$ cat config.mk
export PLATFORM = sky130hd
export DESIGN_NAME = straight_alpha_over_blend_core
export DESIGN_NICKNAME = d
export VERILOG_FILES = /design/src/rtl/saob_pkg.sv /design/src/rtl/saob_div_step.sv /design/src/rtl/straight_alpha_over_blend_core.sv
export VERILOG_INCLUDE_DIRS = /design/src /design/src/rtl
export SDC_FILE = /design/constraint.sdc
export NUM_CORES = 2
export LEC_CHECK = 0
export ABC_AREA = 1
export BUFFER_PORTS_ARGS = -buffer_cell sky130_fd_sc_hd__buf_2
export CORE_MARGIN = 1
export CORE_UTILIZATION = 60
export CTS_CLUSTER_DIAMETER = 50
export CTS_CLUSTER_SIZE = 40
export DETAILED_ROUTE_END_ITERATION = 7
export HOLD_SLACK_MARGIN = 0.1
export PLACE_DENSITY = 0.87
export SLEW_MARGIN = 20
export SYNTH_ARGS = -nofsm -noshare
export SYNTH_HDL_FRONTEND = slang
export SYNTH_SLANG_ARGS = --single-unit
export TNS_END_PERCENT = 30
$ cat constraint.sdc
create_clock -name clk -period 11.8 [get_ports clk]
set_clock_uncertainty 0.2 [all_clocks]
set_input_delay 0.59 -clock clk [delete_from_list [all_inputs] [get_ports clk]]
set_output_delay 0.59 -clock clk [all_outputs]
set_load 0.01 [all_outputs]
$ cat src/rtl/straight_alpha_over_blend_core_macros.svh
// Assertion macros shared by the alpha-over blend RTL.
// No dependencies; included by files that carry concurrent checks.
`ifndef STRAIGHT_ALPHA_OVER_BLEND_CORE_MACROS_SVH
`define STRAIGHT_ALPHA_OVER_BLEND_CORE_MACROS_SVH

// Same-cycle implication, disabled during reset.
`define SAOB_ASSERT_NOW(lbl, ck, rn, ante, cons, msg) \
    lbl: assert property (@(posedge ck) disable iff (!(rn)) (ante) |-> (cons)) \
        else $error(msg);

// Next-cycle implication, disabled during reset.
`define SAOB_ASSERT_NEXT(lbl, ck, rn, ante, cons, msg) \
    lbl: assert property (@(posedge ck) disable iff (!(rn)) (ante) |=> (cons)) \
        else $error(msg);

`endif

$ cat src/rtl/saob_pkg.sv
// Types, constants and register indexes for the alpha-over blend core.
// No dependencies; used by saob_div_step and the top level.
`default_nettype none

package saob_pkg;

    localparam int unsigned CHAN_W    = 8;
    localparam int unsigned NUM_W     = 25;  // blend numerator, < 2^25
    localparam int unsigned DVS_W     = 16;  // oa * 255
    localparam int unsigned QUO_W     = 9;   // overflow bit + 8 quotient bits
    localparam int unsigned DIV_STEPS = QUO_W;
    localparam int unsigned PRE_STG   = 3;   // stages ahead of the divider
    localparam int unsigned NUM_STG   = PRE_STG + DIV_STEPS + 1;

    localparam logic [CHAN_W-1:0] ALPHA_MAX  = 8'd255;
    localparam logic [16:0]       ROUND_HALF = 17'd127;

    localparam logic [13:0] FRAME_WIDTH_RST  = 14'd240;
    localparam logic [15:0] FRAME_HEIGHT_RST = 16'd240;

    typedef enum logic [0:0] {
        CFG_FRAME_WIDTH  = 1'b0,
        CFG_FRAME_HEIGHT = 1'b1
    } cfg_idx_t;

    typedef struct packed {
        logic signed [15:0] pixel_x;
        logic signed [15:0] pixel_y;
        logic [7:0]         src_red;
        logic [7:0]         src_green;
        logic [7:0]         src_blue;
        logic [7:0]         src_alpha;
        logic [7:0]         dst_red;
        logic [7:0]         dst_green;
        logic [7:0]         dst_blue;
        logic [7:0]         dst_alpha;
    } pix_word_t;

    typedef struct packed {
        logic       write_enable;
        logic [7:0] out_red;
        logic [7:0] out_green;
        logic [7:0] out_blue;
        logic [7:0] out_alpha;
    } res_word_t;

    // Per-item control carried alongside the datapath.
    typedef struct packed {
        logic                   we;
        logic                   blend;
        logic [3:0][CHAN_W-1:0] byp;   // color when not blending: r, g, b, a
        logic [CHAN_W-1:0]      oa;
    } side_t;

    // One divider lane set: three color channels share the divisor.
    typedef struct packed {
        logic [2:0][NUM_W-1:0] rem;
        logic [DVS_W-1:0]      dvs;
        logic [2:0][QUO_W-1:0] quo;
    } div_lane_t;

endpackage

`default_nettype wire

$ cat src/rtl/saob_div_step.sv
// One registered restoring-division step for the three color channels.
// Depends on saob_pkg (div_lane_t, widths).
`default_nettype none

module saob_div_step
    import saob_pkg::*;
#(
    parameter int unsigned SHIFT = QUO_W - 1
)
(
    input  wire logic      clk,
    input  wire logic      en,
    input  wire div_lane_t lane_in,
    output div_lane_t      lane_reg
);

    logic [NUM_W-1:0] trial;
    div_lane_t        lane_next;

    always_comb
    begin
        trial     = NUM_W'(lane_in.dvs) << SHIFT;
        lane_next = lane_in;
        for (int k = 0; k < 3; k++)
        begin
            if (lane_in.rem[k] >= trial)
            begin
                lane_next.rem[k] = lane_in.rem[k] - trial;
                lane_next.quo[k] = {lane_in.quo[k][QUO_W-2:0], 1'b1};
            end
            else
            begin
                lane_next.quo[k] = {lane_in.quo[k][QUO_W-2:0], 1'b0};
            end
        end
    end

    always_ff @(posedge clk)
    begin
        if (en)
        begin
            lane_reg <= lane_next;
        end
    end

endmodule

`default_nettype wire

$ cat src/rtl/straight_alpha_over_blend_core.sv
// Straight-alpha source-over compositor, one pixel word per clock when not stalled.
// 13 register stages from input accept to result valid.
// Throughput: one word per cycle when res_stall is low; the 9-step divider is pipelined.
// Each stage holds its word until the next frees up, so stalls lose nothing.
// Reset (rst_n low, async): all stage valids cleared, frame set to 240 x 240.
`default_nettype none

module straight_alpha_over_blend_core
    import saob_pkg::*;
(
    input  wire logic        clk,
    input  wire logic        rst_n,

    // configuration write port
    input  wire logic        cfg_we,
    input  wire cfg_idx_t    cfg_addr,
    input  wire logic [15:0] cfg_wdata,

    // pixel word in
    input  wire logic        pix_valid,
    output logic             pix_stall,
    input  wire pix_word_t   pix,

    // result word out
    output logic             res_valid,
    input  wire logic        res_stall,
    output res_word_t        res
);

`include "straight_alpha_over_blend_core_macros.svh"

    // ------------------------------------------------------------------
    // Frame size registers
    // ------------------------------------------------------------------
    logic [13:0] frame_width_reg;
    logic [15:0] frame_height_reg;

    always_ff @(posedge clk or negedge rst_n)
    begin
        if (!rst_n)
        begin
            frame_width_reg  <= FRAME_WIDTH_RST;
            frame_height_reg <= FRAME_HEIGHT_RST;
        end
        else if (cfg_we)
        begin
            unique case (cfg_addr)
                CFG_FRAME_WIDTH:  frame_width_reg  <= cfg_wdata[13:0];
                CFG_FRAME_HEIGHT: frame_height_reg <= cfg_wdata;
                default:          ;
            endcase
        end
    end

    // ------------------------------------------------------------------
    // Pipeline control: a stage loads when it is empty or its successor
    // loads. Stage NUM_STG-1 is the output register.
    // ------------------------------------------------------------------
    logic [NUM_STG-1:0] vld_reg;
    logic [NUM_STG-1:0] en;
    logic [NUM_STG-1:0] vld_in;

    assign en[NUM_STG-1] = !vld_reg[NUM_STG-1] || !res_stall;

    for (genvar k = 0; k < NUM_STG - 1; k++)
    begin : g_en
        assign en[k] = !vld_reg[k] || en[k+1];
    end

    assign vld_in = {vld_reg[NUM_STG-2:0], pix_valid};

    always_ff @(posedge clk or negedge rst_n)
    begin
        if (!rst_n)
        begin
            vld_reg <= '0;
        end
        else
        begin
            for (int k = 0; k < NUM_STG; k++)
            begin
                if (en[k])
                begin
                    vld_reg[k] <= vld_in[k];
                end
            end
        end
    end

    assign pix_stall = !en[0];
    assign res_valid = vld_reg[NUM_STG-1];

    // ------------------------------------------------------------------
    // Stage 1: decisions, inverse alpha, first products
    // ------------------------------------------------------------------
    logic                   x_ok;
    logic                   y_ok;
    logic                   we_s0;
    logic                   copy_s0;
    logic [CHAN_W-1:0]      inv_s0;
    logic [2:0][CHAN_W-1:0] src_c;
    logic [2:0][CHAN_W-1:0] dst_c;
    side_t                  side_s0;

    side_t                  side1_reg;
    logic [CHAN_W-1:0]      sa1_reg;
    logic [2:0][CHAN_W-1:0] dc1_reg;
    logic [15:0]            dainv1_reg;
    logic [2:0][15:0]       sprod1_reg;

    always_comb
    begin
        src_c   = {pix.src_blue, pix.src_green, pix.src_red};
        dst_c   = {pix.dst_blue, pix.dst_green, pix.dst_red};
        // negative coordinates are outside; otherwise compare magnitudes
        x_ok    = !pix.pixel_x[15] && ({1'b0, pix.pixel_x[14:0]} < {2'b00, frame_width_reg});
        y_ok    = !pix.pixel_y[15] && ({1'b0, pix.pixel_y[14:0]} < frame_height_reg);
        we_s0   = (pix.src_alpha != '0) && x_ok && y_ok;
        copy_s0 = (pix.src_alpha == ALPHA_MAX) || (pix.dst_alpha == '0);
        inv_s0  = ALPHA_MAX - pix.src_alpha;

        side_s0.we    = we_s0;
        side_s0.blend = we_s0 && !copy_s0;
        side_s0.oa    = '0;
        if (we_s0)
        begin
            side_s0.byp = {pix.src_alpha, pix.src_blue, pix.src_green, pix.src_red};
        end
        else
        begin
            side_s0.byp = {pix.dst_alpha, pix.dst_blue, pix.dst_green, pix.dst_red};
        end
    end

    always_ff @(posedge clk)
    begin
        if (en[0])
        begin
            side1_reg  <= side_s0;
            sa1_reg    <= pix.src_alpha;
            dc1_reg    <= dst_c;
            dainv1_reg <= pix.dst_alpha * inv_s0;
            for (int k = 0; k < 3; k++)
            begin
                sprod1_reg[k] <= src_c[k] * pix.src_alpha;
            end
        end
    end

    // ------------------------------------------------------------------
    // Stage 2: output alpha (divide by 255 as shift-add), channel terms
    // ------------------------------------------------------------------
    logic [16:0]       dq_a;
    logic [16:0]       dq_b;
    logic [8:0]        oa_wide;
    side_t             side_s1;

    side_t             side2_reg;
    logic [2:0][23:0]  sterm2_reg;
    logic [2:0][23:0]  dterm2_reg;

    always_comb
    begin
        // exact floor((v + 127) / 255), v / 255 rounded, for v < 65408
        dq_a    = {1'b0, dainv1_reg} + ROUND_HALF;
        dq_b    = dq_a + (dq_a >> 8) + 17'd1;
        oa_wide = {1'b0, sa1_reg} + {1'b0, dq_b[15:8]};
        side_s1    = side1_reg;
        side_s1.oa = oa_wide[CHAN_W-1:0];   // never exceeds 255
    end

    always_ff @(posedge clk)
    begin
        if (en[1])
        begin
            side2_reg <= side_s1;
            for (int k = 0; k < 3; k++)
            begin
                sterm2_reg[k] <= {sprod1_reg[k], 8'd0} - {8'd0, sprod1_reg[k]};
                dterm2_reg[k] <= dc1_reg[k] * dainv1_reg;
            end
        end
    end

    // ------------------------------------------------------------------
    // Stage 3: numerator sum and divisor oa*255
    // ------------------------------------------------------------------
    logic [14:0]  oa_127;
    div_lane_t    lane_s2;

    div_lane_t    lane_reg [DIV_STEPS+1];
    side_t        side_reg [PRE_STG+DIV_STEPS];

    always_comb
    begin
        oa_127      = {side2_reg.oa, 7'd0} - {7'd0, side2_reg.oa};
        lane_s2.dvs = {side2_reg.oa, 8'd0} - {8'd0, side2_reg.oa};
        for (int k = 0; k < 3; k++)
        begin
            lane_s2.rem[k] = NUM_W'(sterm2_reg[k]) + NUM_W'(dterm2_reg[k])
                           + NUM_W'(oa_127);
            lane_s2.quo[k] = '0;
        end
    end

    always_ff @(posedge clk)
    begin
        if (en[2])
        begin
            lane_reg[0]         <= lane_s2;
            side_reg[PRE_STG-1] <= side2_reg;
        end
    end

    // ------------------------------------------------------------------
    // Divider: first step flags a quotient of 256 or more (saturate),
    // the next eight produce quotient bits 7..0.
    // ------------------------------------------------------------------
    for (genvar j = 0; j < DIV_STEPS; j++)
    begin : g_div
        saob_div_step #(
            .SHIFT (DIV_STEPS - 1 - j)
        ) u_step (
            .clk      (clk),
            .en       (en[PRE_STG+j]),
            .lane_in  (lane_reg[j]),
            .lane_reg (lane_reg[j+1])
        );

        always_ff @(posedge clk)
        begin
            if (en[PRE_STG+j])
            begin
                side_reg[PRE_STG+j] <= side_reg[PRE_STG-1+j];
            end
        end
    end

    // ------------------------------------------------------------------
    // Output register
    // ------------------------------------------------------------------
    side_t                  side_fin;
    logic [2:0][CHAN_W-1:0] mix_c;
    res_word_t              res_next;
    res_word_t              res_reg;

    always_comb
    begin
        side_fin = side_reg[PRE_STG+DIV_STEPS-1];
        for (int k = 0; k < 3; k++)
        begin
            mix_c[k] = lane_reg[DIV_STEPS].quo[k][QUO_W-1]
                     ? ALPHA_MAX
                     : lane_reg[DIV_STEPS].quo[k][CHAN_W-1:0];
        end
        res_next.write_enable = side_fin.we;
        if (side_fin.blend)
        begin
            res_next.out_red   = mix_c[0];
            res_next.out_green = mix_c[1];
            res_next.out_blue  = mix_c[2];
            res_next.out_alpha = side_fin.oa;
        end
        else
        begin
            res_next.out_red   = side_fin.byp[0];
            res_next.out_green = side_fin.byp[1];
            res_next.out_blue  = side_fin.byp[2];
            res_next.out_alpha = side_fin.byp[3];
        end
    end

    always_ff @(posedge clk)
    begin
        if (en[NUM_STG-1])
        begin
            res_reg <= res_next;
        end
    end

    assign res = res_reg;

    // ------------------------------------------------------------------
    // Checks
    // ------------------------------------------------------------------
    // input backs up only when a finished word is stuck at the output
    `SAOB_ASSERT_NOW(a_stall_origin, clk, rst_n, pix_stall, res_valid && res_stall, "input stalled without output backpressure")

    // any written pixel has nonzero alpha (sa >= 1 on every write path)
    `SAOB_ASSERT_NOW(a_write_alpha, clk, rst_n, res_valid && res.write_enable, res.out_alpha != '0, "written pixel has zero alpha")

    // a word taken at the output with nothing behind it leaves it empty
    `SAOB_ASSERT_NEXT(a_drain, clk, rst_n, res_valid && !res_stall && !vld_reg[NUM_STG-2], !res_valid, "output word repeated")

endmodule

`default_nettype wire

# == Word-level counts from Yosys, hierarchy flattened ==
# Memories as Yosys holds them, arrays and structs flattened.
# Index checks and enable logic that the tools add are counted.
# Widths: inputs -> output; s select.
# word_totals
out_inout_bits,35
ramBits,504
input_bits,118
memories,1
ff_bits,1346
# mem_list
name,depth,word_bits,read_ports,rd_clocked_by_memory_dff,wr,line_no,rtl
side_reg,12,42,10,0,10,straight_alpha_over_blend_core.sv:192,side_t side_reg [PRE_STG+DIV_STEPS];
# classes
n_lt_le_gt_ge,29
eq_ne,1
addsub,40
n_mux,76
n_mul,7
n_reduce_logical,41
bitwise_logic,1
# op_table
cell,count
$mux 25,24
$add 24x24->25,3
$add 25x15->25,3
$ge 25x16->1,3
$ge 25x17->1,3
$ge 25x18->1,3
$ge 25x19->1,3
$ge 25x20->1,3
$ge 25x21->1,3
$ge 25x22->1,3
$ge 25x23->1,3
$ge 25x24->1,3
$sub 25x17->25,3
$sub 25x18->25,3
$sub 25x19->25,3
$sub 25x20->25,3
$sub 25x21->25,3
$sub 25x22->25,3
$sub 25x23->25,3
$sub 25x24->25,3
$mul 8x16->24,3
$sub 24x16->24,3
$mul 8x8->16,4
$mux 32,2
other kinds (19),102

# == Longest topological paths before layout ==
# depth
ltp_word,15
depth_mapped,28

# == Hierarchy ==
# Synthesis repeated with hierarchy kept, for this count alone.
# hier_totals
hier_cells,15891
area_unflattened_um2,134315.1
# modules_own_cells
mod,area_per_inst_um2,cells_per_inst,seq_area_each_um2,n_inst
straight_alpha_over_blend_core,58411.0,5640,26880.8,1
saob_div_step (g_div[8].u_step),9213.8,1338,3543.4,1
saob_div_step (g_div[6].u_step),9115.0,1294,3543.4,1
saob_div_step (g_div[7].u_step),8969.9,1232,3543.4,1
saob_div_step (g_div[4].u_step),8486.9,1152,3543.4,1
saob_div_step (g_div[5].u_step),8485.6,1174,3543.4,1
saob_div_step (g_div[3].u_step),8181.6,1066,3543.4,1
saob_div_step (g_div[2].u_step),7933.9,1024,3543.4,1
saob_div_step (g_div[1].u_step),7782.5,996,3543.4,1
saob_div_step (g_div[0].u_step),7734.9,975,3543.4,1

# == Worst setup path after synthesis ==
# OpenSTA, ideal clock, no wires.
# synth_path
kind,in2reg
startpoint,in res_stall
endpoint,reg dterm2_reg[0] in the netlist's numbering (enable)
required_ns,11.063
setup_time_ns,0.537
arrival_time_ns,10.301
path_slack_ns,0.762
cell_stages,13
cell_sequence,nand2_2 > nor2_4 > nand2_4 > nor2_4 > nand2_4 > nor2_4 > nand2_4 > nor2_4 > nand2_4 > nor2_4 > nand2_4 > nor2_4 > inv_1
# synth_via
elab_chain_cells,13
# synth_rtl
element,line_no,rtl
from (decl),straight_alpha_over_blend_core.sv:26,"input wire logic res_stall,"
$logic_not 1->1,straight_alpha_over_blend_core.sv:63,assign en[NUM_STG-1] = !vld_reg[NUM_STG-1] || !res_stall;
$logic_or 1x1->1,straight_alpha_over_blend_core.sv:63,
$logic_or 1x1->1 (2 in series),straight_alpha_over_blend_core.sv:67,assign en[k] = !vld_reg[k] || en[k+1];
net en[10],straight_alpha_over_blend_core.sv:60,logic [NUM_STG-1:0] en;
$logic_or 1x1->1 (2 in series),straight_alpha_over_blend_core.sv:67,
net en[8],straight_alpha_over_blend_core.sv:60,
$logic_or 1x1->1 (2 in series),straight_alpha_over_blend_core.sv:67,
net en[6],straight_alpha_over_blend_core.sv:60,
$logic_or 1x1->1 (2 in series),straight_alpha_over_blend_core.sv:67,
net en[4],straight_alpha_over_blend_core.sv:60,
$logic_or 1x1->1 (2 in series),straight_alpha_over_blend_core.sv:67,
net en[2],straight_alpha_over_blend_core.sv:60,
$logic_or 1x1->1,straight_alpha_over_blend_core.sv:67,
net en[1],straight_alpha_over_blend_core.sv:60,
"to (signal, indexed assignment)",straight_alpha_over_blend_core.sv:180,dterm2_reg[k] <= dc1_reg[k] * dainv1_reg;
to (decl),straight_alpha_over_blend_core.sv:160,logic [2:0][23:0] dterm2_reg;
# The timed path passes the listed nets, and every way through them passes these cells.
# A chain may end at the register's enable or synchronous reset.

# == Worst setup path in the final report ==
# layout_path
startpoint,reg vld_reg[12]
endpoint,out pix_stall
# layout_via
elab_chain_cells,15
# layout_rtl
element,line_no,rtl
from (decl),straight_alpha_over_blend_core.sv:59,logic [NUM_STG-1:0] vld_reg;
"from (signal, indexed assignment)",straight_alpha_over_blend_core.sv:84,vld_reg[k] <= vld_in[k];
$logic_not 1->1,straight_alpha_over_blend_core.sv:63,
$logic_or 1x1->1,straight_alpha_over_blend_core.sv:63,
net en[12],straight_alpha_over_blend_core.sv:60,
$logic_or 1x1->1 (2 in series),straight_alpha_over_blend_core.sv:67,
net en[10],straight_alpha_over_blend_core.sv:60,
$logic_or 1x1->1 (2 in series),straight_alpha_over_blend_core.sv:67,
net en[8],straight_alpha_over_blend_core.sv:60,
$logic_or 1x1->1 (2 in series),straight_alpha_over_blend_core.sv:67,
net en[6],straight_alpha_over_blend_core.sv:60,
$logic_or 1x1->1 (2 in series),straight_alpha_over_blend_core.sv:67,
net en[4],straight_alpha_over_blend_core.sv:60,
$logic_or 1x1->1 (2 in series),straight_alpha_over_blend_core.sv:67,
net en[2],straight_alpha_over_blend_core.sv:60,
$logic_or 1x1->1 (2 in series),straight_alpha_over_blend_core.sv:67,
$logic_not 1->1,straight_alpha_over_blend_core.sv:90,assign pix_stall = !en[0];
to (decl),straight_alpha_over_blend_core.sv:21,"output logic pix_stall,"
# The timed path passes the listed nets, and every way through them passes these cells.

==> out/results.txt <==
Outcome -> complete, no violations
DR WL met2 -> 144.8 mm
I/O pins -> 153
Dpl ws -> 4868 ps
Fin Setup TNS -> 0 ps
Vias in the first global route -> 82607
Slowest-stage cell, CP -> nand2_2
Most used DFF post-synth -> edfxtp_1
DRC -> 0
XOR/XNOR share of the synthesized area -> 4.829%
Yosys warnings -> 0
Core region area -> 186000 um2
Final setup violation count -> 0
Hold Violations, Final -> 0
RSZ-0062 raised after global routing -> false
Die width -> 435.3 um
Fmax -> 139.8 MHz
CTS tree -> done
Largest cells by area after synthesis -> edfxtp_1 (46%), ha_1 (9.7%), fa_1 (8.3%)
Post-synth ARST share -> 2.447%
CP endpoint kind -> output pin
Global Route Usage Sum -> 30.74%
Crit Path Category -> flip-flop to output pin
Dpl cells -> 13920
Initial core utilization -> 60.55%
Htree depth -> 4
Post-synthesis simple-gate area fraction -> 14.50%
Worst slew pin tran -> 1190 ps
Netlist cell types -> 70
Via density -> 5.632
Placed cell area -> 115700 um2
Initial DRT Pass Iterations -> 6
Fin crit share -> 60.63%
Adder-Cell Fraction of Synth Area -> 18.03%
Root buf cell -> clkbuf_16
CTS Sinks -> 1757
Die area -> 189500 um2
Routed wl met3 -> 15.77 mm
Hold Startpoint -> pix[46]
Layout cell share with drive strength beyond 1 -> 6.078%
Final ANT Viol Nets -> 0
Row cnt -> 158
Highest Signal Layer -> met4
Later-pin clock latency in the skew report -> 880 ps
Number of port buffers -> 152
Mux cell area share after synthesis -> 0%
Slowest stage delay, CP -> 670 ps
Pin count of the biggest net entering global routing -> 87
Post-synth top area cell -> edfxtp_1
Crit path cell chain -> nand2_2 -> nor2_4 -> nand2_8 -> nor2_4 -> nand2_8 -> nor2_4 -> nand2_8 -> nor2_4 -> nand2_8 -> nor2_4 -> nand2_8 -> nor2_4 -> nand2_8 -> inv_2 -> buf_2
DRT met1 WL -> 102.1 mm
Share of the synthesized area in the top cell type -> 45.69%
PostCTS Resize Cnt -> 0
CTS buffer count -> 166
Reg clk slew, reported paths -> 110 ps
Crit-path max FO -> 82
Critical Path RT -> 11010 ps
Min-delay worst type -> input pin to flip-flop
Max-Cap Viols -> 0
Vias -> 80535
Max-slew violation count -> 0
Register area share after synthesis -> 46.66%
Final nets -> 13131
Non-filler cells, final -> 14300
DRT iter0 DRCs -> 6077
Synth Register Bits -> 1757
Hpwl dp -> 228.9 mm
CP Launch Point -> vld_reg[12]
Top cells by count, synth -> nand2_1 (2489), inv_1 (1879), edfxtp_1 (1714)
Number of flip-flops in the largest register -> 863
Syn Std Cell Area -> 112600 um2
Congestion Overflow GR -> 0
Worst setup margin -> 4646 ps
Area delta synth->final -> 8.778%
Most frequent cell after synthesis -> nand2_1
Initial antenna violation count -> 5
DRT Wirelength -> 292.0 mm
Worst r2r src -> vld_reg[12]
Synth Area in Compound Gates -> 8.599%
Wirelength per Cell -> 20.42 um
Synth Area per Inst -> 9.806 um2
Arr. time, crit path -> 6360 ps
GP Congestion -> 1.033
Final Critical Period -> 7154 ps
Largest family of logic cells by synthesized area -> adder cells
First-pass GRT wire length -> 448.5 mm
Die height -> 435.3 um
Cell count after synthesis -> 11487
Clock Path Buffers -> 3
Rel. slew slack -> 20.12%
Critical Path Source Type -> flip-flop
Post-synth EDFFs -> 1714
Post-Syn Nets -> 12947
Design area -> 122500 um2
-- timing repair --
| item | 4_1_cts | 5_1_grt |
|---|---|---|
| hold buffers | 61 | 1 |
| endpoints found under the hold margin | 123 | 16 |
| buffers inserted | 0 | 0 |
-- stage by stage --
| stage | utilization (%) | hold slack [ps] |
|---|---|---|
| floorplan | - | 94.41 |
| global placement | 62.19 | 201.5 |
| detailed placement | 62.19 | 204.5 |
| CTS | 65.84 | 107.7 |
| global route | 65.86 | 134.9 |
| finish | 65.86 | 177.9 |
-- layout by cell type (no fill, tap or decap), drive strengths merged, types with 45 or more instances in the layout --
cell / synthesis / final
nand2: 2517 / 2517
inv: 1898 / 1959
edfxtp: 1714 / 1714
ha: 873 / 873
o21ai: 717 / 717
a21oi: 694 / 694
nor2: 663 / 663
fa: 469 / 469
xor2: 350 / 350
nand3: 329 / 329
xnor2: 271 / 271
buf: 102 / 193
clkbuf: 137 / 171
nor3: 131 / 131
nand4: 96 / 96
a21o: 72 / 72
clkinv: 0 / 63
dlygate4sd3: 0 / 62
nor4: 61 / 61
or2: 53 / 53
o21bai: 45 / 45
-- layout make-up --
class | instances | area, um2
Clock inverter | 140 | 1956
Antenna cell | 6 | 15.01
Inverter | 1898 | 7148
Fill cell | 13999 | 63500
Sequential cell | 1757 | 52560
Tap cell | 2480 | 3103
Timing Repair Buffer | 255 | 1702
Clock buffer | 171 | 4215
Multi-Input combinational cell | 7593 | 51830
-- critical path, delay by kind of cell (launching register included) --
kind          cells  cell delay, ps
flops             1             380
simple gates     13            4700
buf+inv           2             310
-- metal layers --
metal | up-vias | global-route usage, %
li1 | 38636 | -
met5 | - | 0
met1 | 37777 | 32.49
met2 | 3055 | 54.11
met4 | 0 | 26.81
met3 | 1067 | 3.891
-- path summary, 6_finish.rpt --
| kind | to | cells after the start | slack, ps |
|---|---|---|---|
| setup / recovery | pix_stall | 15 | 4650 |
| setup reg to reg | dterm2_reg[39] | 15 | 5120 |
| max in group asynchronous | frame_height_reg[4] | 4 | 10260 |
| hold reg to reg | side_reg[0][331] | 0 | 180 |
| hold / removal | side1_reg[30] | 3 | 180 |
| min in group asynchronous | vld_reg[8] | 3 | 560 |
-- cells by family (layout without fill, tap and decap cells) --
family,count (synthesis),count (layout)
other cells,0,6
flops,1757,1757
xor+xnor,621,621
buf+inv,2137,2464
simple gates,3908,3908
compound gates,1722,1722
fa+ha+maj,1342,1342
Power is not shown: default switching activity piles up to over one toggle a cycle in this logic, so the estimate is an artifact.
